File: src/sv/rgbhsl_pkg.sv
// Shared widths and constants for the RGB to HSL converter.
package rgbhsl_pkg;

  // Channel, result and sum widths.
  localparam int CH_W  = 8;
  localparam int OUT_W = 16;
  localparam int SUM_W = CH_W + 1;

  // Full-scale channel value.
  localparam int CH_MAX = 255;

  // Long division: one quotient bit per pipeline stage.
  localparam int DIV_STEPS = OUT_W;
  // Divisor width covers six times the channel range.
  localparam int DVS_W = CH_W + 3;
  // Partial remainder keeps one spare bit for the shift before the compare.
  localparam int REM_W = DVS_W + 1;

  // Pipeline layout: classify, prepare, divide steps, output.
  localparam int ST_CLS  = 0;
  localparam int ST_PREP = 1;
  localparam int ST_DIV0 = 2;
  localparam int NUM_ST  = DIV_STEPS + 3;
  localparam int ST_OUT  = NUM_ST - 1;

endpackage

File: src/sv/rgbhsl_if.sv
// Handshake interfaces for the pixel input and the HSL result channels.
interface rgbhsl_pix_if;
  logic                        valid;
  logic                        ready;
  logic [rgbhsl_pkg::CH_W-1:0] red;
  logic [rgbhsl_pkg::CH_W-1:0] green;
  logic [rgbhsl_pkg::CH_W-1:0] blue;

  modport source (output valid, output red, output green, output blue, input ready);
  modport sink   (input valid, input red, input green, input blue, output ready);
endinterface

interface rgbhsl_hsl_if;
  logic                         valid;
  logic                         ready;
  logic [rgbhsl_pkg::OUT_W-1:0] hue;
  logic [rgbhsl_pkg::OUT_W-1:0] saturation;
  logic [rgbhsl_pkg::OUT_W-1:0] lightness;

  modport source (output valid, output hue, output saturation, output lightness,
                  input ready);
  modport sink   (input valid, input hue, input saturation, input lightness,
                  output ready);
endinterface

File: src/sv/rgbhsl_div.sv
// Pipelined restoring divider that produces one quotient bit per stage.
module rgbhsl_div (
  input  logic                                clk_i,
  input  logic [rgbhsl_pkg::DIV_STEPS-1:0]    en_i,
  input  logic [rgbhsl_pkg::REM_W-1:0]        rem_i,
  input  logic [rgbhsl_pkg::DVS_W-1:0]        dvs_i,
  input  logic [rgbhsl_pkg::DIV_STEPS-1:0]    dvd_i,
  output logic [rgbhsl_pkg::DIV_STEPS-1:0]    quo_o
);
  import rgbhsl_pkg::*;

  logic [REM_W-1:0]     rem_q [DIV_STEPS];
  logic [DVS_W-1:0]     dvs_q [DIV_STEPS];
  logic [DIV_STEPS-1:0] dvd_q [DIV_STEPS];
  logic [DIV_STEPS-1:0] quo_q [DIV_STEPS];

  logic [REM_W-1:0]     src_rem [DIV_STEPS];
  logic [DVS_W-1:0]     src_dvs [DIV_STEPS];
  logic [DIV_STEPS-1:0] src_dvd [DIV_STEPS];
  logic [DIV_STEPS-1:0] src_quo [DIV_STEPS];
  logic [REM_W-1:0]     shf     [DIV_STEPS];
  logic                 geq     [DIV_STEPS];

  logic [REM_W-1:0]     rem_d [DIV_STEPS];
  logic [DIV_STEPS-1:0] dvd_d [DIV_STEPS];
  logic [DIV_STEPS-1:0] quo_d [DIV_STEPS];

  // Each stage shifts in the next dividend bit and subtracts when it can.
  // The partial remainder stays below the divisor, so the shift never overflows.
  always_comb begin
    src_rem[0] = rem_i;
    src_dvs[0] = dvs_i;
    src_dvd[0] = dvd_i;
    src_quo[0] = '0;
    for (int k = 1; k < DIV_STEPS; k++) begin
      src_rem[k] = rem_q[k-1];
      src_dvs[k] = dvs_q[k-1];
      src_dvd[k] = dvd_q[k-1];
      src_quo[k] = quo_q[k-1];
    end
    for (int k = 0; k < DIV_STEPS; k++) begin
      shf[k]   = {src_rem[k][REM_W-2:0], src_dvd[k][DIV_STEPS-1]};
      geq[k]   = (shf[k] >= {1'b0, src_dvs[k]});
      rem_d[k] = geq[k] ? (shf[k] - {1'b0, src_dvs[k]}) : shf[k];
      dvd_d[k] = {src_dvd[k][DIV_STEPS-2:0], 1'b0};
      quo_d[k] = {src_quo[k][DIV_STEPS-2:0], geq[k]};
    end
  end

  // Stage registers advance under their own enables.
  always_ff @(posedge clk_i) begin
    for (int k = 0; k < DIV_STEPS; k++) begin
      if (en_i[k]) begin
        rem_q[k] <= rem_d[k];
        dvs_q[k] <= src_dvs[k];
        dvd_q[k] <= dvd_d[k];
        quo_q[k] <= quo_d[k];
      end
    end
  end

  assign quo_o = quo_q[DIV_STEPS-1];

endmodule

File: src/sv/rgb_to_hsl_converter_core.sv
// RGB to HSL converter: 19-stage pipeline with two pipelined long dividers.
// Throughput: one pixel per cycle while hsl_o is not stalled; the 16 one-bit divide stages set the depth.
// Each stage holds its beat under backpressure and refills as soon as it empties.
// Reset (rst_ni low, asynchronous) clears all stage valid bits; data is not reset.
module rgb_to_hsl_converter_core (
  input  logic                clk_i,
  input  logic                rst_ni,
  rgbhsl_pix_if.sink          pix_i,
  rgbhsl_hsl_if.source        hsl_o
);
  import rgbhsl_pkg::*;

  typedef enum logic [1:0] {
    SEC_RED,
    SEC_GREEN,
    SEC_BLUE
  } sector_e;

  logic [NUM_ST-1:0] v_q;
  logic [NUM_ST-1:0] take;

  // Stage loads when empty or when its beat moves on; ready ripples back.
  always_comb begin
    take[ST_OUT] = !v_q[ST_OUT] || hsl_o.ready;
    for (int k = ST_OUT - 1; k >= 0; k--) begin
      take[k] = !v_q[k] || take[k+1];
    end
  end

  assign pix_i.ready = take[ST_CLS];

  // Valid bits travel with the data.
  always_ff @(posedge clk_i or negedge rst_ni) begin
    if (!rst_ni) begin
      v_q <= '0;
    end else begin
      if (take[ST_CLS]) begin
        v_q[ST_CLS] <= pix_i.valid;
      end
      for (int k = 1; k < NUM_ST; k++) begin
        if (take[k]) begin
          v_q[k] <= v_q[k-1];
        end
      end
    end
  end

  // Classify: find the largest and smallest channel, red first on ties.
  logic [CH_W-1:0] r_q, g_q, b_q, hi_q, lo_q;
  sector_e         sec_q;
  sector_e         sec_d;
  logic [CH_W-1:0] hi_d, lo_d;

  always_comb begin
    if (pix_i.red >= pix_i.green && pix_i.red >= pix_i.blue) begin
      sec_d = SEC_RED;
      hi_d  = pix_i.red;
    end else if (pix_i.green >= pix_i.blue) begin
      sec_d = SEC_GREEN;
      hi_d  = pix_i.green;
    end else begin
      sec_d = SEC_BLUE;
      hi_d  = pix_i.blue;
    end
    lo_d = pix_i.red;
    if (pix_i.green < lo_d) lo_d = pix_i.green;
    if (pix_i.blue < lo_d) lo_d = pix_i.blue;
  end

  always_ff @(posedge clk_i) begin
    if (take[ST_CLS]) begin
      r_q   <= pix_i.red;
      g_q   <= pix_i.green;
      b_q   <= pix_i.blue;
      hi_q  <= hi_d;
      lo_q  <= lo_d;
      sec_q <= sec_d;
    end
  end

  // Prepare: range, sum, saturation divisor, hue numerator and six times the range.
  logic [CH_W-1:0]       dif;
  logic [SUM_W-1:0]      sum_c;
  logic [SUM_W-1:0]      den_full;
  logic [DVS_W-1:0]      dx;
  logic [DVS_W-1:0]      d6_d, n_d;
  logic [CH_W+OUT_W-1:0] x_d;

  always_comb begin
    dif      = hi_q - lo_q;
    sum_c    = {1'b0, hi_q} + {1'b0, lo_q};
    den_full = SUM_W'(2 * CH_MAX) - sum_c;
    dx       = {3'b000, dif};
    d6_d     = (dx << 2) + (dx << 1);
    case (sec_q)
      SEC_RED: begin
        if (g_q >= b_q) n_d = {3'b000, g_q - b_q};
        else            n_d = d6_d - {3'b000, b_q - g_q};
      end
      SEC_GREEN: n_d = (dx << 1) + {3'b000, b_q} - {3'b000, r_q};
      SEC_BLUE:  n_d = (dx << 2) + {3'b000, r_q} - {3'b000, g_q};
      default:   n_d = '0;
    endcase
    // Range times full scale (65535) as a shift and a subtract.
    x_d = {dif, {OUT_W{1'b0}}} - {{OUT_W{1'b0}}, dif};
  end

  logic [SUM_W-1:0]  sum1_q;
  logic              achr1_q;
  logic [CH_W-1:0]   den_q;
  logic [DVS_W-1:0]  d6_q, n_q;
  logic [CH_W-1:0]   xhi_q;
  logic [OUT_W-1:0]  xlo_q;

  always_ff @(posedge clk_i) begin
    if (take[ST_PREP]) begin
      sum1_q  <= sum_c;
      achr1_q <= (dif == '0);
      den_q   <= (sum_c > SUM_W'(CH_MAX)) ? den_full[CH_W-1:0] : sum_c[CH_W-1:0];
      d6_q    <= d6_d;
      n_q     <= n_d;
      xhi_q   <= x_d[CH_W+OUT_W-1:OUT_W];
      xlo_q   <= x_d[OUT_W-1:0];
    end
  end

  // Divide: hue = N * 65536 / 6d and saturation = d * 65535 / den.
  logic [DIV_STEPS-1:0] div_en;
  logic [OUT_W-1:0]     hue_quo, sat_quo;

  assign div_en = take[ST_DIV0 +: DIV_STEPS];

  rgbhsl_div u_hue_div (
    .clk_i (clk_i),
    .en_i  (div_en),
    .rem_i ({{(REM_W-DVS_W){1'b0}}, n_q}),
    .dvs_i (d6_q),
    .dvd_i ('0),
    .quo_o (hue_quo)
  );

  rgbhsl_div u_sat_div (
    .clk_i (clk_i),
    .en_i  (div_en),
    .rem_i ({{(REM_W-CH_W){1'b0}}, xhi_q}),
    .dvs_i ({{(DVS_W-CH_W){1'b0}}, den_q}),
    .dvd_i (xlo_q),
    .quo_o (sat_quo)
  );

  // Sum and achromatic flag ride alongside the divide stages.
  logic [SUM_W-1:0] sb_sum_q  [DIV_STEPS];
  logic             sb_achr_q [DIV_STEPS];

  always_ff @(posedge clk_i) begin
    if (take[ST_DIV0]) begin
      sb_sum_q[0]  <= sum1_q;
      sb_achr_q[0] <= achr1_q;
    end
    for (int j = 1; j < DIV_STEPS; j++) begin
      if (take[ST_DIV0 + j]) begin
        sb_sum_q[j]  <= sb_sum_q[j-1];
        sb_achr_q[j] <= sb_achr_q[j-1];
      end
    end
  end

  // Output: lightness is sum * 65535 / 510 = sum * 257 / 2 exactly.
  logic [OUT_W:0]   lsum;
  logic [OUT_W-1:0] hue_q, sat_q, light_q;

  assign lsum = {sb_sum_q[DIV_STEPS-1], {CH_W{1'b0}}}
              + {{CH_W{1'b0}}, sb_sum_q[DIV_STEPS-1]};

  always_ff @(posedge clk_i) begin
    if (take[ST_OUT]) begin
      hue_q   <= sb_achr_q[DIV_STEPS-1] ? '0 : hue_quo;
      sat_q   <= sb_achr_q[DIV_STEPS-1] ? '0 : sat_quo;
      light_q <= lsum[OUT_W:1];
    end
  end

  assign hsl_o.valid      = v_q[ST_OUT];
  assign hsl_o.hue        = hue_q;
  assign hsl_o.saturation = sat_q;
  assign hsl_o.lightness  = light_q;

  // A chromatic pixel always has non-zero saturation, so zero saturation means zero hue.
  a_achr_hue: assert property (@(posedge clk_i) disable iff (!rst_ni)
    (hsl_o.valid && hsl_o.saturation == '0) |-> (hsl_o.hue == '0))
    else $error("zero saturation with non-zero hue");

  // A stalled result is never dropped.
  a_hold_out: assert property (@(posedge clk_i) disable iff (!rst_ni)
    (hsl_o.valid && !hsl_o.ready) |=> hsl_o.valid)
    else $error("stalled result lost");

  // An empty first stage must always take a new pixel.
  a_in_ready: assert property (@(posedge clk_i) disable iff (!rst_ni)
    !v_q[ST_CLS] |-> pix_i.ready)
    else $error("input stalled with empty first stage");

endmodule

File: src/flat_wrapper.sv
// flat-port wrapper written by rule: the top's interface ports become plain ports
module rgb_to_hsl_converter_core_flat import rgbhsl_pkg::*;
  (clk_i, rst_ni, pix_i_valid, pix_i_red, pix_i_green, pix_i_blue, pix_i_ready, hsl_o_valid, hsl_o_hue, hsl_o_saturation, hsl_o_lightness, hsl_o_ready);
  rgbhsl_pix_if pix_i_i ();
  rgbhsl_hsl_if hsl_o_i ();
  input  logic clk_i;
  input  logic rst_ni;
  input wire logic [$bits(pix_i_i.valid)-1:0] pix_i_valid;
  input wire logic [$bits(pix_i_i.red)-1:0] pix_i_red;
  input wire logic [$bits(pix_i_i.green)-1:0] pix_i_green;
  input wire logic [$bits(pix_i_i.blue)-1:0] pix_i_blue;
  output wire logic [$bits(pix_i_i.ready)-1:0] pix_i_ready;
  output wire logic [$bits(hsl_o_i.valid)-1:0] hsl_o_valid;
  output wire logic [$bits(hsl_o_i.hue)-1:0] hsl_o_hue;
  output wire logic [$bits(hsl_o_i.saturation)-1:0] hsl_o_saturation;
  output wire logic [$bits(hsl_o_i.lightness)-1:0] hsl_o_lightness;
  input wire logic [$bits(hsl_o_i.ready)-1:0] hsl_o_ready;
  assign pix_i_i.valid = pix_i_valid;
  assign pix_i_i.red = pix_i_red;
  assign pix_i_i.green = pix_i_green;
  assign pix_i_i.blue = pix_i_blue;
  assign pix_i_ready = pix_i_i.ready;
  assign hsl_o_valid = hsl_o_i.valid;
  assign hsl_o_hue = hsl_o_i.hue;
  assign hsl_o_saturation = hsl_o_i.saturation;
  assign hsl_o_lightness = hsl_o_i.lightness;
  assign hsl_o_i.ready = hsl_o_ready;
  rgb_to_hsl_converter_core u_core (.clk_i(clk_i), .rst_ni(rst_ni), .pix_i(pix_i_i), .hsl_o(hsl_o_i));
endmodule
File: config.mk
export PLATFORM = sky130hd
export DESIGN_NAME = rgb_to_hsl_converter_core_flat
export DESIGN_NICKNAME = d
export VERILOG_FILES = /design/src/sv/rgbhsl_pkg.sv /design/src/sv/rgbhsl_if.sv /design/src/sv/rgbhsl_div.sv /design/src/sv/rgb_to_hsl_converter_core.sv /design/src/flat_wrapper.sv
export SDC_FILE = /design/constraint.sdc
export NUM_CORES = 2
export LEC_CHECK = 0
export BUFFER_PORTS_ARGS = -buffer_cell sky130_fd_sc_hd__buf_2
export CORE_MARGIN = 2
export CORE_UTILIZATION = 55
export DETAILED_ROUTE_END_ITERATION = 10
export PLACE_DENSITY_LB_ADDON = 0.25
export REMOVE_ABC_BUFFERS = 1
export SYNTH_ARGS = -nofsm -noshare
export SYNTH_HDL_FRONTEND = slang
export SYNTH_HIERARCHICAL = 1
export SYNTH_SLANG_ARGS = --single-unit
File: constraint.sdc
create_clock -name clk_i -period 7.8 [get_ports clk_i]
set_input_delay 0.78 -clock clk_i [delete_from_list [all_inputs] [get_ports clk_i]]
set_output_delay 0.78 -clock clk_i [all_outputs]
set_load 0.02 [all_outputs]
Yosys cells after proc, flatten, opt, wreduce, memory -nomap -nowiden. Memories as Yosys holds them, arrays and structs flattened. A register that Yosys moved wholly into a read port is not among the register bits. Cells that the tools add are included.

Bits in registers: 141. Bits in latches: 0. Memory bits (writable): 1888. Bits in read-only memories: 0. Output and inout bits: 50. Word-level logic and storage cells: 242. Memories kept: 10.

Memory list: u_core.u_hue_div.quo_q (depth 16, width 16, read ports 16, clocked after memory_dff 1, wr ports 16, line rgbhsl_div.sv:15) `logic [DIV_STEPS-1:0] quo_q [DIV_STEPS];`; u_core.u_sat_div.quo_q (depth 16, width 16, read ports 16, clocked after memory_dff 1, wr ports 16, line rgbhsl_div.sv:15); u_core.u_hue_div.dvd_q (depth 16, width 15, read ports 15, clocked after memory_dff 0, wr ports 16, line rgbhsl_div.sv:14) `logic [DIV_STEPS-1:0] dvd_q [DIV_STEPS];`; u_core.u_sat_div.dvd_q (depth 16, width 15, read ports 15, clocked after memory_dff 0, wr ports 16, line rgbhsl_div.sv:14); u_core.u_hue_div.rem_q (depth 16, width 12, read ports 15, clocked after memory_dff 0, wr ports 16, line rgbhsl_div.sv:12) `logic [REM_W-1:0] rem_q [DIV_STEPS];`; u_core.u_sat_div.rem_q (depth 16, width 12, read ports 15, clocked after memory_dff 0, wr ports 16, line rgbhsl_div.sv:12); +4 memories.

$add $sub $neg: 45. Multipliers: 0. Div/mod/pow operators: 0. Magnitude comparators: 39. Equal/unequal tests: 2. Shift-type cells: 0. Mux-type cells: 72. Bitwise logic cells: 0. Reductions and logical operators: 41.

Operators with widths (number): $mux 12 (32); $ge 12x11->1 (31); $sub 12x11->12 (31); $mux 8 (5); $pmux 11 s3 (1); $sub 11x8->11 (3); $ge 8x8->1 (4); $mux 1 (32); $sub 24x8->24 (1); $sub 8x8->8 (3); $logic_not 1->1 (19); $logic_or 1x1->1 (19); $add 17x9->17 (1); $lt 8x8->1 (2); $add 10x8->11 (1); $add 10x9->11 (1); $mux 11 (1); $add 9x8->10 (1); $sub 9x8->10 (1); $add 8x8->9 (1); $ge 9x8->1 (1); $gt 9x8->1 const B (1); $logic_not 8->1 (1); $sub 8x8->8 const A (1); 5 further kinds (5).

Depth between registers and ports, before layout.
Depth in word-level cells: 20. Mapped depth: 21.

Modules after synthesis. The synthesis kept the hierarchy.

By module, submodules not included: rgbhsl_div at u_core.u_sat_div (instances 1, cells an instance 2141, area an instance 28850.2 um^2, seq. area each 17596.9 um^2); rgbhsl_div at u_core.u_hue_div (instances 1, cells an instance 2123, area an instance 27827.9 um^2, seq. area each 17596.9 um^2); rgb_to_hsl_converter_core (instances 1, cells an instance 1087, area an instance 15278.4 um^2, seq. area each 9724.3 um^2).

Worst setup path before layout. OpenSTA, ideal clock, no wires.

Kind: input-to-reg. Start: input hsl_o_ready. End: memory u_core.sb_achr_q[0][0], enable pin. Library setup time: 1.059 ns. Arrival time: 6.016 ns. Data required time: 6.741 ns. Path slack: 0.725 ns. Stages: 10. Buffers on the path: 0. Cell sequence: nand2b_1 -> nor2_1 -> inv_1 -> nor2_1 -> and2_1 -> and3_1 -> and3_1 -> and4_1 -> and3_1 -> nand3_1.

RTL lines: start, declared (line flat_wrapper.sv:17) `input wire logic [$bits(hsl_o_i.ready)-1:0] hsl_o_ready;`; end, declared (line rgb_to_hsl_converter_core.sv:153) `logic sb_achr_q [DIV_STEPS];`.

Final worst setup path.
Start: register u_core.v_q[18]. End: output pix_i_ready.

Cells in the longest elaborated chain, start to end: 20.

RTL lines: start, declared (line rgb_to_hsl_converter_core.sv:19) `logic [NUM_ST-1:0] v_q;`; start signal, assigned by index (line rgb_to_hsl_converter_core.sv:38) `v_q[ST_CLS] <= pix_i.valid;`; start signal, assigned by index (line rgb_to_hsl_converter_core.sv:42) `v_q[k] <= v_q[k-1];`; $logic_not 1->1 (line rgb_to_hsl_converter_core.sv:24) `take[ST_OUT] = !v_q[ST_OUT] || hsl_o.ready;`; $logic_or 1x1->1 (line rgb_to_hsl_converter_core.sv:24); via u_core.take[18] (line rgb_to_hsl_converter_core.sv:20) `logic [NUM_ST-1:0] take;`; $logic_or 1x1->1 (line rgb_to_hsl_converter_core.sv:26) `take[k] = !v_q[k] || take[k+1];`; via u_core.div_en[15] (line rgb_to_hsl_converter_core.sv:128) `logic [DIV_STEPS-1:0] div_en;`; $logic_or 1x1->1 (17 in series) (line rgb_to_hsl_converter_core.sv:26); end, declared (line flat_wrapper.sv:12) `output wire logic [$bits(pix_i_i.ready)-1:0] pix_i_ready;`.

The timed path passes the listed nets, and every way through them passes these cells.

==> metrics.txt <==
Clock transition at path regs=around 60 ps; Pins Over Slew Limit=0; Worst EP required=7020 ps; Routed WL=119,000 um; first-pass GRT wire length=a little under 200,000 um; hold crit path type=input port to flop; Tmin final=between 6000 and 7000 ps; area of placed instances=74,400 um^2; antenna-violating nets left=0; Hold Fails Final Rpt=0; ys async rst share=under 10%; post-route DRC violation count=0; Via-to-Cell Ratio=approximately 5.4; number of gates resized after cts=0; Bufs on Longest Clock Path=3; crit path DAT=about 5300 ps; post-synthesis sequential area ratio=between 60% and 70%; Die ar.=between 100,000 and 150,000 um^2; dominant synthesized flop cell=edfxtp_1; DRT Pass-1 Iters=7; DP Wirelength=slightly below 90,000 um; TritonCTS Buffers=about 150; biggest area consumer among synthesized cells=edfxtp_1; worst setup path class=flop to primary output; Cells after Synth=~5.4k; post-DR wirelength/cell=16.1 um; RePlAce Congestion=about 0.88; Yosys warnings=6; Worst Skew=a little under 50 ps; I/O Pins=about 80; register area=roughly 45,000 um^2; number of flops mapped to enable cells by yosys=~1.5k; critical path peak fanout=44; crit end category=primary output; final worst-path cycle share=between 70% and 80%; Die Y=about 370 um; Die X=366 um; # Max-Cap Violations=0; post-synthesis sequential element count=1,499; outcome=finished, final reports clean; Area Growth Syn to Fin=10.1%; antenna violations before repair=1; post-synthesis cell area=between 70,000 and 80,000 um^2; Port-buffer cells=77; Synth area leaders=edfxtp_1 (62%), ha_1 (8.0%), inv_1 (2.9%); Design Area, Final=79,200 um^2; Startpoint Class=flop; Inserted Diodes=0; global-route usage over all layers=about 18%; layout net count=between 6k and 7k; library cells used by synthesis=between 100 and 150; worst skew pair latency=760 ps; RSZ-0062 raised after global routing=no; CTS tree=yes; top-area cell type share of the netlist area=between 60% and 70%; row cnt=between 100 and 150; Fin Setup TNS=0 ps; Remaining Overflow, GRT=0; total number of vias=about 40k; Max H-tree Level=4; Multi-input gate area=24,600 um^2; relative max-transition margin=between 10% and 20%; Core Area=about 130,000 um^2; fraction of layout cells with a size suffix above 1=around 8.6%; initial core utilization=about 56%; largest net degree at the start of global routing=88; Avg Cell Area, Syn=~13 um^2; Detailed Route Iter0 Violations=approximately 2.2k; final number of setup-violating endpoints=0; root buf cell=clkbuf_16; clk sink count=around 1.5k; worst-margin pin slew=about 1300 ps; Layout fillers=around 9.8k; vias in the first global route=around 40k; fmax=around 0.16 GHz
layer usage:
layer / vias to the layer above / track usage [%] / routed length (um) / part of all wire, %
met2: 669 / 31.9 / 61000 / 51
met5: - / 0 / 13 / 0.011
li1: 20117 / - / - / -
met4: 2 / 6.30 / 3440 / 2.9
met1: 19159 / 21.8 / 50700 / 43
met3: 239 / 2.71 / 3900 / 3.3
cells in the mapped netlist (51+ instances only):
cell      instances
mux2i_1          78
a21o_1           93
o21ai_0         165
xnor2_1         186
nand2b_1         99
nand2_1         201
nand4_1          70
a21oi_1         293
nor3_1           88
nor2b_1         107
nor2_1          360
fa_1             51
mux2_1           64
o21a_1           88
a211oi_1         55
edfxtp_1       1480
xor2_1           68
ha_1            458
mux2_2           62
inv_1           553
nand3_1          54
flip-flops by register name, indices dropped and copies added (netlist names), 13 cells and up:
name / count
u_core/u_hue_div/dvd_q: 120
u_core/u_sat_div/rem_q: 165
u_core/sb_sum_q: 144
u_core/sb_achr_q: 16
u_core/xlo_q: 13
u_core/u_sat_div/dvd_q: 120
u_core/hsl_o.lightness: 16
u_core/u_sat_div/dvs_q: 165
u_core/v_q: 19
u_core/u_hue_div/dvs_q: 165
u_core/hsl_o.hue: 16
u_core/u_hue_div/quo_q: 136
u_core/hsl_o.saturation: 16
u_core/u_hue_div/rem_q: 165
u_core/u_sat_div/quo_q: 136
cell usage in the layout, fill, tap and decap left out, types with 78 or more instances in the layout:
cell type	n
edfxtp_1	1480
inv_1	545
ha_1	458
nor2_1	360
a21oi_1	293
nand2_1	194
xnor2_1	186
o21ai_0	165
clkbuf_16	153
nor2b_1	107
nand2b_1	98
a21o_1	93
o21a_1	88
nor3_1	88
mux2i_1	78
metrics by stage:
| stage | worst slack (ps) | std cells | util (%) | hold slack, ps |
|---|---|---|---|---|
| after floorplan | 725 | 5271 | - | 400 |
| after global placement | 2040 | 7117 | 57.4 | 400 |
| after detailed placement | 1970 | 7117 | 57.4 | 405 |
| after CTS | 1580 | 7395 | 61.1 | 165 |
| after global routing | 1300 | 7395 | 61.1 | 175 |
| final | 1720 | 7395 | 61.1 | 239 |
worst paths after layout:
path,from,endpoint,slack (ps),cells past startpoint
setup / recovery,u_core/v_q[18]$_DFFE_PN0P_,pix_i_ready,1720,13
hold / removal,pix_i_green[0],u_core/g_q[0]$_DFFE_PP_,240,1
setup reg to reg,u_core/v_q[18]$_DFFE_PN0P_,u_core/u_sat_div/dvs_q[0][31]$_DFFE_PP_,2700,11
hold reg to reg,u_core/u_hue_div/dvd_q[0][83]$_DFFE_PP_,u_core/u_hue_div/dvd_q[0][98]$_DFFE_PP_,370,0
max in group asynchronous,rst_ni,u_core/v_q[5]$_DFFE_PN0P_,6770,2
min in group asynchronous,rst_ni,u_core/v_q[1]$_DFFE_PN0P_,660,2
cell type report:
type | instances | share of cell area (%)
Sequential cell | 1499 | 56.7
Multi-Input combinational cell | 3208 | 31.0
Clock buffer | 184 | 5.00
Tap cell | 1742 | 2.75
Inverter | 564 | 2.69
Clock inverter | 93 | 1.12
Timing Repair Buffer | 105 | 0.755
critical path, stage by stage (launching register included):
cell      delay (ps)
dfrtp_1          360
nand2b_2          70
nor2_1           380
inv_2            480
nor2_1           360
and2_1           300
and3_1           340
and3_1           440
and4_1           400
and3_1           420
and4_1           330
nand2_2           70
buf_4            290
buf_2            240
cell families (layout without fill, tap and decap cells):
| kind of cell | Yosys count | count (layout) | share of synthesized area [%] |
|---|---|---|---|
| AO/OA/AOI/OAI | 1035 | 1035 | 9.53 |
| buffers and inverters | 673 | 946 | 3.71 |
| other | 1 | 30 | 0.00521 |
| flip-flops | 1499 | 1499 | 62.4 |
| multiplexers | 244 | 244 | 3.89 |
| XOR/XNOR | 256 | 256 | 3.15 |
| adder cells (fa/ha/maj) | 509 | 509 | 9.38 |
| AND/OR/NAND/NOR | 1134 | 1134 | 7.91 |
timing repair:
item,in CTS,in global routing
hold buffers,1,0
hold endpoints to repair,19,0
buffers inserted,0,0
Power is left out: the tool's default activity adds up to more than one toggle a clock period on the data nets, which glitch-free logic cannot reach.
